$ cat src/design/gcpp_pkg.sv
`timescale 1ns / 1ps
// ----------------------------------------------------------------------------
// gcpp_pkg
// Shared types, codes and tables of the command packet parser.
// ----------------------------------------------------------------------------
package gcpp_pkg;

  localparam int CONST_WORDS      = 1024;
  localparam int CONST_AW         = $clog2(CONST_WORDS);
  localparam int CONST_CW         = $clog2(CONST_WORDS + 1);
  localparam int MAX_BUFFER_WORDS = 65536;
  localparam int NAMED_COUNT      = 10;
  localparam int CTX_SLOTS        = 3;

  localparam logic [31:0] CTX_BASE = 32'h0000_A000;

  localparam logic [1:0] TYPE0 = 2'd0;
  localparam logic [1:0] TYPE3 = 2'd3;

  localparam logic [7:0] OP_NOP          = 8'h10;
  localparam logic [7:0] OP_DRAW_INDEXED = 8'h27;
  localparam logic [7:0] OP_DRAW_AUTO    = 8'h2D;
  localparam logic [7:0] OP_SURF_SYNC    = 8'h43;
  localparam logic [7:0] OP_EOP_EVENT    = 8'h47;
  localparam logic [7:0] OP_CTX_SET      = 8'h69;
  localparam logic [7:0] OP_CONST_SET    = 8'h6A;

  typedef enum logic [1:0] {
    MODE_HEADER,
    MODE_BODY0,
    MODE_BODY3,
    MODE_DROP
  } mode_t;

  typedef enum logic [2:0] {
    ACT_NONE      = 3'd0,
    ACT_NAMED     = 3'd1,
    ACT_CONST     = 3'd2,
    ACT_DRAW_AUTO = 3'd3,
    ACT_DRAW_IDX  = 3'd4,
    ACT_UNHANDLED = 3'd5,
    ACT_TRUNC     = 3'd6
  } action_t;

  typedef struct packed {
    mode_t        mode;
    logic [14:0]  words_left;
    logic [13:0]  position;
    logic [7:0]   opcode;
    logic [31:0]  base;
  } ctrl_t;

  typedef struct packed {
    action_t      action;
    logic [3:0]   reg_slot;
    logic [9:0]   const_index;
    logic [31:0]  value;
    logic         buffer_end;
  } result_t;

  typedef struct packed {
    logic                named_we;
    logic [3:0]          named_slot;
    logic                const_we;
    logic [CONST_AW-1:0] const_addr;
    logic [31:0]         data;
  } wr_t;

  function automatic logic [31:0] slot_addr(input logic [3:0] s);
    logic [31:0] a;
    unique case (s)
      4'd0:    a = 32'h0000_A010;
      4'd1:    a = 32'h0000_A011;
      4'd2:    a = 32'h0000_A01C;
      4'd3:    a = 32'h0000_A105;
      4'd4:    a = 32'h0000_A106;
      4'd5:    a = 32'h0000_A0D4;
      4'd6:    a = 32'h0000_A094;
      4'd7:    a = 32'h0000_A0A8;
      4'd8:    a = 32'h0000_A0B0;
      4'd9:    a = 32'h0000_A29B;
      default: a = 32'hFFFF_FFFF;
    endcase
    return a;
  endfunction

  function automatic logic opcode_known(input logic [7:0] op);
    return (op == OP_NOP) || (op == OP_DRAW_INDEXED) || (op == OP_DRAW_AUTO) ||
           (op == OP_SURF_SYNC) || (op == OP_EOP_EVENT) || (op == OP_CTX_SET) ||
           (op == OP_CONST_SET);
  endfunction

endpackage

$ cat src/design/gcpp_step.sv
`timescale 1ns / 1ps
// ----------------------------------------------------------------------------
// gcpp_step
// Per-word parse step: next control state, result word and store writes.
// ----------------------------------------------------------------------------
module gcpp_step (
  input  gcpp_pkg::ctrl_t   ctrl,
  input  logic [31:0]       cmd_word,
  input  logic [15:0]       words_after,
  output gcpp_pkg::ctrl_t   ctrl_nxt,
  output gcpp_pkg::result_t res,
  output gcpp_pkg::wr_t     wr
);
  import gcpp_pkg::*;

  logic [14:0] cnt;
  logic [31:0] addr0;
  logic [31:0] addr3;
  logic [32:0] ci;
  logic [13:0] pos_m1;
  logic        hit0;
  logic [3:0]  slot0;
  logic        hit3;
  logic [3:0]  slot3;
  logic [14:0] left_dec;

  assign cnt      = {1'b0, cmd_word[29:16]} + 15'd1;
  assign pos_m1   = ctrl.position - 14'd1;
  assign addr0    = ctrl.base + {18'd0, ctrl.position};
  assign addr3    = CTX_BASE + ctrl.base + {18'd0, pos_m1};
  assign ci       = {1'b0, ctrl.base} + {19'd0, pos_m1};
  assign left_dec = (ctrl.words_left != 15'd0) ? ctrl.words_left - 15'd1 : 15'd0;

  always_comb begin
    hit0  = 1'b0;
    slot0 = 4'd0;
    hit3  = 1'b0;
    slot3 = 4'd0;
    for (int s = NAMED_COUNT - 1; s >= 0; s--) begin
      if (addr0 == slot_addr(4'(s))) begin
        hit0  = 1'b1;
        slot0 = 4'(s);
      end
    end
    for (int s = CTX_SLOTS - 1; s >= 0; s--) begin
      if (addr3 == slot_addr(4'(s))) begin
        hit3  = 1'b1;
        slot3 = 4'(s);
      end
    end
  end

  always_comb begin
    ctrl_nxt       = ctrl;
    res.action     = ACT_NONE;
    res.reg_slot   = 4'd0;
    res.const_index = 10'd0;
    res.value      = 32'd0;
    res.buffer_end = (words_after == 16'd0);
    wr.named_we    = 1'b0;
    wr.named_slot  = 4'd0;
    wr.const_we    = 1'b0;
    wr.const_addr  = ci[CONST_AW-1:0];
    wr.data        = cmd_word;

    unique case (ctrl.mode) inside
      MODE_HEADER: begin
        if (cmd_word[31:30] == TYPE0 || cmd_word[31:30] == TYPE3) begin
          if ({1'b0, cnt} > words_after) begin
            res.action    = ACT_TRUNC;
            ctrl_nxt.mode = MODE_DROP;
          end else begin
            ctrl_nxt.words_left = cnt;
            ctrl_nxt.position   = 14'd0;
            if (cmd_word[31:30] == TYPE0) begin
              ctrl_nxt.base = {16'd0, cmd_word[15:0]};
              ctrl_nxt.mode = MODE_BODY0;
            end else begin
              ctrl_nxt.opcode = cmd_word[15:8];
              ctrl_nxt.mode   = MODE_BODY3;
              if (!opcode_known(cmd_word[15:8])) begin
                res.action = ACT_UNHANDLED;
                res.value  = {24'd0, cmd_word[15:8]};
              end
            end
          end
        end
      end
      MODE_BODY0, MODE_BODY3: begin
        if (ctrl.mode == MODE_BODY0) begin
          if (hit0) begin
            res.action    = ACT_NAMED;
            res.reg_slot  = slot0;
            res.value     = cmd_word;
            wr.named_we   = 1'b1;
            wr.named_slot = slot0;
          end
        end else if (ctrl.opcode == OP_CTX_SET || ctrl.opcode == OP_CONST_SET) begin
          if (ctrl.position == 14'd0) begin
            ctrl_nxt.base = cmd_word;
          end else if (ctrl.opcode == OP_CTX_SET) begin
            if (hit3) begin
              res.action    = ACT_NAMED;
              res.reg_slot  = slot3;
              res.value     = cmd_word;
              wr.named_we   = 1'b1;
              wr.named_slot = slot3;
            end
          end else if (ci < 33'(CONST_WORDS)) begin
            res.action      = ACT_CONST;
            res.const_index = ci[9:0];
            res.value       = cmd_word;
            wr.const_we     = 1'b1;
          end
        end else if (ctrl.opcode == OP_DRAW_AUTO && ctrl.position == 14'd0) begin
          res.action = ACT_DRAW_AUTO;
          res.value  = cmd_word;
        end else if (ctrl.opcode == OP_DRAW_INDEXED && ctrl.position == 14'd2) begin
          res.action = ACT_DRAW_IDX;
          res.value  = cmd_word;
        end
        ctrl_nxt.position   = ctrl.position + 14'd1;
        ctrl_nxt.words_left = left_dec;
        if (left_dec == 15'd0) begin
          ctrl_nxt.mode = MODE_HEADER;
        end
      end
      MODE_DROP: begin
      end
      default: begin
      end
    endcase

    if (words_after == 16'd0) begin
      ctrl_nxt.mode       = MODE_HEADER;
      ctrl_nxt.words_left = 15'd0;
      ctrl_nxt.position   = 14'd0;
    end
  end

endmodule

$ cat src/design/gpu_command_packet_parser.sv
`timescale 1ns / 1ps
// ----------------------------------------------------------------------------
// gpu_command_packet_parser
// Parses a command buffer one word at a time and reports register writes,
// constant uploads, draws, unhandled opcodes and truncated packets.
//
// Input channel in_*: one command word plus the count of words after it.
// Output channel out_*: exactly one result word per input word, in order.
// A result is valid the cycle after its word is accepted unless the output stalls.
// Throughput: one word per cycle while in_ready is high; the parse state update
// and the single constant store write of a word both complete in the accepting cycle.
// Results go to an output register backed by a one-entry skid register, so
// in_ready stays high while one result waits and, outside the clearing sweep,
// drops only when both are full; nothing is lost or repeated while the receiver stalls.
// After reset the 1024-entry constant store is cleared, one entry per cycle,
// with in_ready low; named registers and parse state clear at once.
// ----------------------------------------------------------------------------
module gpu_command_packet_parser (
  input  logic        clk,
  input  logic        rst_n,
  input  logic        in_valid,
  output logic        in_ready,
  input  logic [31:0] in_cmd_word,
  input  logic [15:0] in_words_after,
  output logic        out_valid,
  input  logic        out_ready,
  output logic [2:0]  out_action,
  output logic [3:0]  out_reg_slot,
  output logic [9:0]  out_const_index,
  output logic [31:0] out_value,
  output logic        out_buffer_end
);
  import gcpp_pkg::*;

  ctrl_t   ctrl_r;
  ctrl_t   ctrl_nxt;
  result_t res;
  wr_t     wr;
  result_t out_r;
  result_t skid_r;
  logic    out_valid_r;
  logic    skid_full_r;
  logic [CONST_CW-1:0] clr_cnt_r;
  logic    clearing;
  logic    accept;
  logic [31:0] named_regs_r [NAMED_COUNT];
  logic [31:0] const_mem [CONST_WORDS];

  gcpp_step u_step (
    .ctrl        (ctrl_r),
    .cmd_word    (in_cmd_word),
    .words_after (in_words_after),
    .ctrl_nxt    (ctrl_nxt),
    .res         (res),
    .wr          (wr)
  );

  assign clearing = (clr_cnt_r != CONST_CW'(CONST_WORDS));
  assign in_ready = !skid_full_r && !clearing;
  assign accept   = in_valid && in_ready;

  // parse state
  always_ff @(posedge clk) begin
    if (!rst_n) begin
      ctrl_r <= '{mode: MODE_HEADER, default: '0};
    end else if (accept) begin
      ctrl_r <= ctrl_nxt;
    end
  end

  // clearing sweep
  always_ff @(posedge clk) begin
    if (!rst_n) begin
      clr_cnt_r <= '0;
    end else if (clearing) begin
      clr_cnt_r <= clr_cnt_r + CONST_CW'(1);
    end
  end

  always_ff @(posedge clk) begin
    if (clearing) begin
      const_mem[clr_cnt_r[CONST_AW-1:0]] <= 32'd0;
    end else if (accept && wr.const_we) begin
      const_mem[wr.const_addr] <= wr.data;
    end
  end

  always_ff @(posedge clk) begin
    if (!rst_n) begin
      for (int i = 0; i < NAMED_COUNT; i++) begin
        named_regs_r[i] <= 32'd0;
      end
    end else if (accept && wr.named_we) begin
      named_regs_r[wr.named_slot] <= wr.data;
    end
  end

  // output register and skid
  always_ff @(posedge clk) begin
    if (!rst_n) begin
      out_valid_r <= 1'b0;
      skid_full_r <= 1'b0;
    end else if (!out_valid_r || out_ready) begin
      if (skid_full_r) begin
        out_valid_r <= 1'b1;
        skid_full_r <= 1'b0;
      end else begin
        out_valid_r <= accept;
      end
    end else if (accept) begin
      skid_full_r <= 1'b1;
    end
  end

  always_ff @(posedge clk) begin
    if (!out_valid_r || out_ready) begin
      if (skid_full_r) begin
        out_r <= skid_r;
      end else if (accept) begin
        out_r <= res;
      end
    end else if (accept) begin
      skid_r <= res;
    end
  end

  assign out_valid       = out_valid_r;
  assign out_action      = out_r.action;
  assign out_reg_slot    = out_r.reg_slot;
  assign out_const_index = out_r.const_index;
  assign out_value       = out_r.value;
  assign out_buffer_end  = out_r.buffer_end;

  a_skid_implies_out: assert property (@(posedge clk) disable iff (!rst_n)
    skid_full_r |-> out_valid_r)
    else $error("skid holds a word while output register is empty");

  a_no_accept_clear: assert property (@(posedge clk) disable iff (!rst_n)
    clearing |-> !in_ready)
    else $error("input accepted during store clearing");

  a_buffer_end_header: assert property (@(posedge clk) disable iff (!rst_n)
    (accept && in_words_after == 16'd0) |=> (ctrl_r.mode == MODE_HEADER &&
      ctrl_r.words_left == 15'd0))
    else $error("parser not back to header after buffer end");

  a_trunc_drop: assert property (@(posedge clk) disable iff (!rst_n)
    (accept && res.action == ACT_TRUNC && in_words_after != 16'd0) |=>
      (ctrl_r.mode == MODE_DROP))
    else $error("truncated packet did not enter drop mode");

endmodule
$ cat config.mk
export PLATFORM = sky130hd
export DESIGN_NAME = gpu_command_packet_parser
export DESIGN_NICKNAME = d
export VERILOG_FILES = /design/src/design/gcpp_pkg.sv /design/src/design/gcpp_step.sv /design/src/design/gpu_command_packet_parser.sv
export SDC_FILE = /design/constraint.sdc
export NUM_CORES = 1
export LEC_CHECK = 0
export BUFFER_PORTS_ARGS = -buffer_cell sky130_fd_sc_hd__buf_2
export CORE_MARGIN = 8
export CORE_UTILIZATION = 28
export DETAILED_ROUTE_END_ITERATION = 12
export SKIP_CTS_REPAIR_TIMING = 1
export SYNTH_ARGS = -nofsm -noshare
export SYNTH_HDL_FRONTEND = slang
export SYNTH_SLANG_ARGS = --single-unit
$ cat constraint.sdc
create_clock -name clk -period 14.56 [get_ports clk]
set_clock_uncertainty 0.05 [all_clocks]
set_input_delay 2.912 -clock clk [delete_from_list [all_inputs] [get_ports clk]]
set_output_delay 2.912 -clock clk [all_outputs]
set_load 0.02 [all_outputs]
==> results.sh <==
export IMPL_syn2layout_area_growth_pct=11.4
export IMPL_nets=1951
export IMPL_cts_max_level=4
export IMPL_final_hold_viol_count=0
export IMPL_relSlewSlack_pct=18.9
export IMPL_yosysMostFrequentCell="nand2_1"
export IMPL_critPathBufInv=1
export IMPL_drt_pass1_iter_count=6
export IMPL_post_dp_cell_area_um2=15900
export IMPL_grt_pass1_vias=13600
export IMPL_detail_route_drc_violations=0
export IMPL_synthesis_nets=1923
export IMPL_synth_edf_count=100
export IMPL_yosysTopAreaCell="edfxtp_1"
export IMPL_dpl_hpwl_um=38600
export IMPL_p_leak_nw=5.94
export IMPL_maxCapViolCount=0
export IMPL_hold_depth=2
export IMPL_crit_cells=16
export IMPL_wl_per_cell_um=20.2
export IMPL_cts_buffers=17
export IMPL_fin_tns_setup_ns=0
export IMPL_start_util_pct=28.2
export IMPL_io_pins=104
export IMPL_synth_seq_area_share_pct=31.7
export IMPL_setup_viol=0
export IMPL_drtIter0Drc=1386
export IMPL_drtAntennaViolNets=0
export IMPL_start_kind="input port"
export IMPL_netlist_area_um2=14800
export IMPL_worstHoldStart="ctrl_r[64]$_SDFFE_PN0P_"
export IMPL_cp_common_cell="a21o_1"
export IMPL_powerDensity_nw_per_um2=64.9
export IMPL_insertion_delay_ns=0.46
export IMPL_grt_pass1_wl_um=79200
export IMPL_cpPeakStageDelay_ns=0.63
export IMPL_place_ws_ns=7.08
export IMPL_grt_max_degree=75
export IMPL_max_freq_mhz=144
export IMPL_synth_flop_cell="edfxtp_1"
export IMPL_path_class="in2reg"
export IMPL_synth_common_cells="nand2_1, nor2_1, edfxtp_1"
export IMPL_ys_types=96
export IMPL_row_count=84
export IMPL_tightestPinTransition_ns=1.21
export IMPL_die_width_um=246
export IMPL_vias_per_cell=5.74
export IMPL_stdcell_area_um2=16500
export IMPL_die_h_um=246
export IMPL_path_max_fanout=17
export IMPL_synth_seq_cells=184
export IMPL_peakVddDrop_v=0.0000789
export IMPL_core_um2=52300
export IMPL_outcome="finished, final reports clean"
export IMPL_cts_tree="yes"
export IMPL_drive_gt1_share_pct=11.1
export IMPL_avgSynthCellArea_um2=8.28
export IMPL_critPathRequiredTime_ns=14.85
export IMPL_cp_top_family="compound AO/OA/AOI/OAI gates"
export IMPL_cts_buffer_depth=2
export IMPL_gr_total_overflow=0
export IMPL_synth_warning_count=0
export IMPL_vias=14400
export IMPL_crit_path_end_kind="register"
export IMPL_r2r_worst_path_cells=16
export IMPL_setup_slack_ns=7.59
export IMPL_r2r_end="out_value[17]$_DFFE_PP_"
export IMPL_finalCritPeriodShare_pct=47.9
export IMPL_clkTransAtPathRegs_ns=0.07
export IMPL_min_to="ctrl_r[64]$_SDFFE_PN0P_"
export IMPL_slew_viol_final=0
export IMPL_fin_crit_ns=6.97
export IMPL_ys_top_cells_by_area="edfxtp_1, dfxtp_1, ha_1"
export IMPL_synth_top_area_share_pct=20.3
export IMPL_port_buffers=103
export IMPL_place_congestion=0.941
export IMPL_rsz0062_at_grt="no"
export IMPL_drt_total_wl_um=50700
export IMPL_synthArstFlopShare_pct=0
export IMPL_design_die_area_um2=60300
export IMPL_clock_sink_count=184
export IMPL_cpMaxStageDelayCell="and2_0"
export IMPL_hold_path_class="reg2reg"
export IMPL_fill_cells=5558
export IMPL_crit_arrival_ns=7.26
export IMPL_rr_startpoint="ctrl_r[42]$_SDFFE_PN0P_"
export IMPL_antenna_found_initial=3
export IMPL_holdWs_ns=0.448
export IMPL_ff2ff_setup_slack_ns=7.61
export IMPL_grt_util_all_layers_pct=16.4
export IMPL_syn_inst=1783
export IMPL_crit_chain="buf_2, and3_1, and2_1, nand3_1, nor2_1, xor2_1, ha_1, a21o_1, a21o_1, a21o_1, a21o_1, a211o_1, a22oi_1, o21ai_1, and2_0, a22o_1"
export IMPL_cts_root_buf="clkbuf_16"
-- logic make-up after synthesis --
group | after synthesis | synth area share [%]
AOI/OAI and AO/OA | 466 | 22.5
xor gates and xnor gates | 67 | 3.97
adders and majority gates | 88 | 8.22
buffers and inverters | 213 | 5.64
DFF | 184 | 31.7
muxes | 21 | 1.44
and+or+nand+nor | 744 | 26.5
-- per-stage QoR --
step,total power [mW],utilization (%),cells
after floorplan,0.590,-,1783
after global placement,0.614,30.3,2480
after detailed placement,0.615,30.3,2480
after CTS,1.07,31.4,2512
after global routing,1.10,31.4,2513
final,1.07,31.4,2513
-- power breakdown --
group          internal [mW]  total [mW]  leakage (nW)  switching, mW
combinational         0.0222      0.0604          4.10         0.0381
clock                  0.229       0.463         0.272          0.234
sequential             0.543       0.544          1.57       0.000673
-- tightest hold or removal path, stage by stage, from the launching register on --
cell and delay, ns:
dfxtp_1 0.33, nand2_1 0.06, o22ai_1 0.06
-- layout make-up --
| class | instances | area (µm²) | area share, % |
|---|---|---|---|
| inverter | 95 | 357 | 2.17 |
| antenna | 1 | 2.50 | 0.0152 |
| tap | 688 | 861 | 5.23 |
| clock inverter | 14 | 141 | 0.859 |
| sequential | 184 | 4690 | 28.5 |
| clock buffer | 18 | 429 | 2.61 |
| timing repair buffer | 127 | 696 | 4.23 |
| multi-input combinational | 1386 | 9280 | 56.4 |
-- registers in the layout, indices dropped and copies added (netlist names) --
signal           flops
clr_cnt_r           11
ctrl_r              71
out_action           3
out_buffer_end       1
out_const_index     10
out_reg_slot         4
out_valid            1
out_value           32
skid_full_r          1
skid_r              50
-- worst max-delay path by stage --
| stage | start | end | slack [ns] |
|---|---|---|---|
| 5_1_grt | ctrl_r[42]$_SDFFE_PN0P_ | out_value[17]$_DFFE_PP_ | 7.25 |
| 4_1_cts | in_cmd_word[18] | ctrl_r[49]$_SDFFE_PN0P_ | 7.54 |
| 2_1_floorplan | in_cmd_word[18] | out_value[7]$_DFFE_PP_ | 7.61 |
| 6_report | in_cmd_word[18] | ctrl_r[13]$_SDFFE_PN0P_ | 7.59 |
| 3_3_place_gp | in_cmd_word[18] | ctrl_r[49]$_SDFFE_PN0P_ | 7.11 |
| 3_5_place_dp | in_cmd_word[18] | ctrl_r[49]$_SDFFE_PN0P_ | 7.08 |
-- routing by layer --
layer  up-vias  wire [µm]  track usage [%]
met2       591      23400             26.0
met4         2       1520             5.70
li1       6724          -                -
met3        99       3270             2.78
met1      7018      22500             22.2
met5         -         13                0
-- cells in the final DEF, fill, tap and decap left out, types with 18 or more instances in the layout --
| cell type | netlist | layout |
|---|---|---|
| nand2_1 | 211 | 211 |
| inv_1 | 94 | 94 |
| nor2_1 | 113 | 112 |
| edfxtp_1 | 100 | 100 |
| dfxtp_1 | 84 | 83 |
| buf_2 | 10 | 103 |
| mux2i_1 | 19 | 19 |
| and2_1 | 18 | 18 |
| and3_1 | 20 | 20 |
| o21ai_0 | 80 | 79 |
| a21oi_1 | 70 | 69 |
| buf_4 | 1 | 24 |
| nor4_1 | 42 | 42 |
| or3_1 | 27 | 27 |
| ha_1 | 73 | 72 |
| a21boi_0 | 30 | 30 |
| nand3_1 | 83 | 83 |
| nor2b_1 | 34 | 34 |
| o31ai_1 | 59 | 59 |
| nand4_1 | 43 | 43 |
| a22o_1 | 23 | 23 |
| xnor2_1 | 46 | 46 |
| xor2_1 | 21 | 21 |
| nor3_1 | 46 | 46 |
| a211oi_1 | 20 | 20 |
No activity file was read; power rests on OpenSTA's default activity.
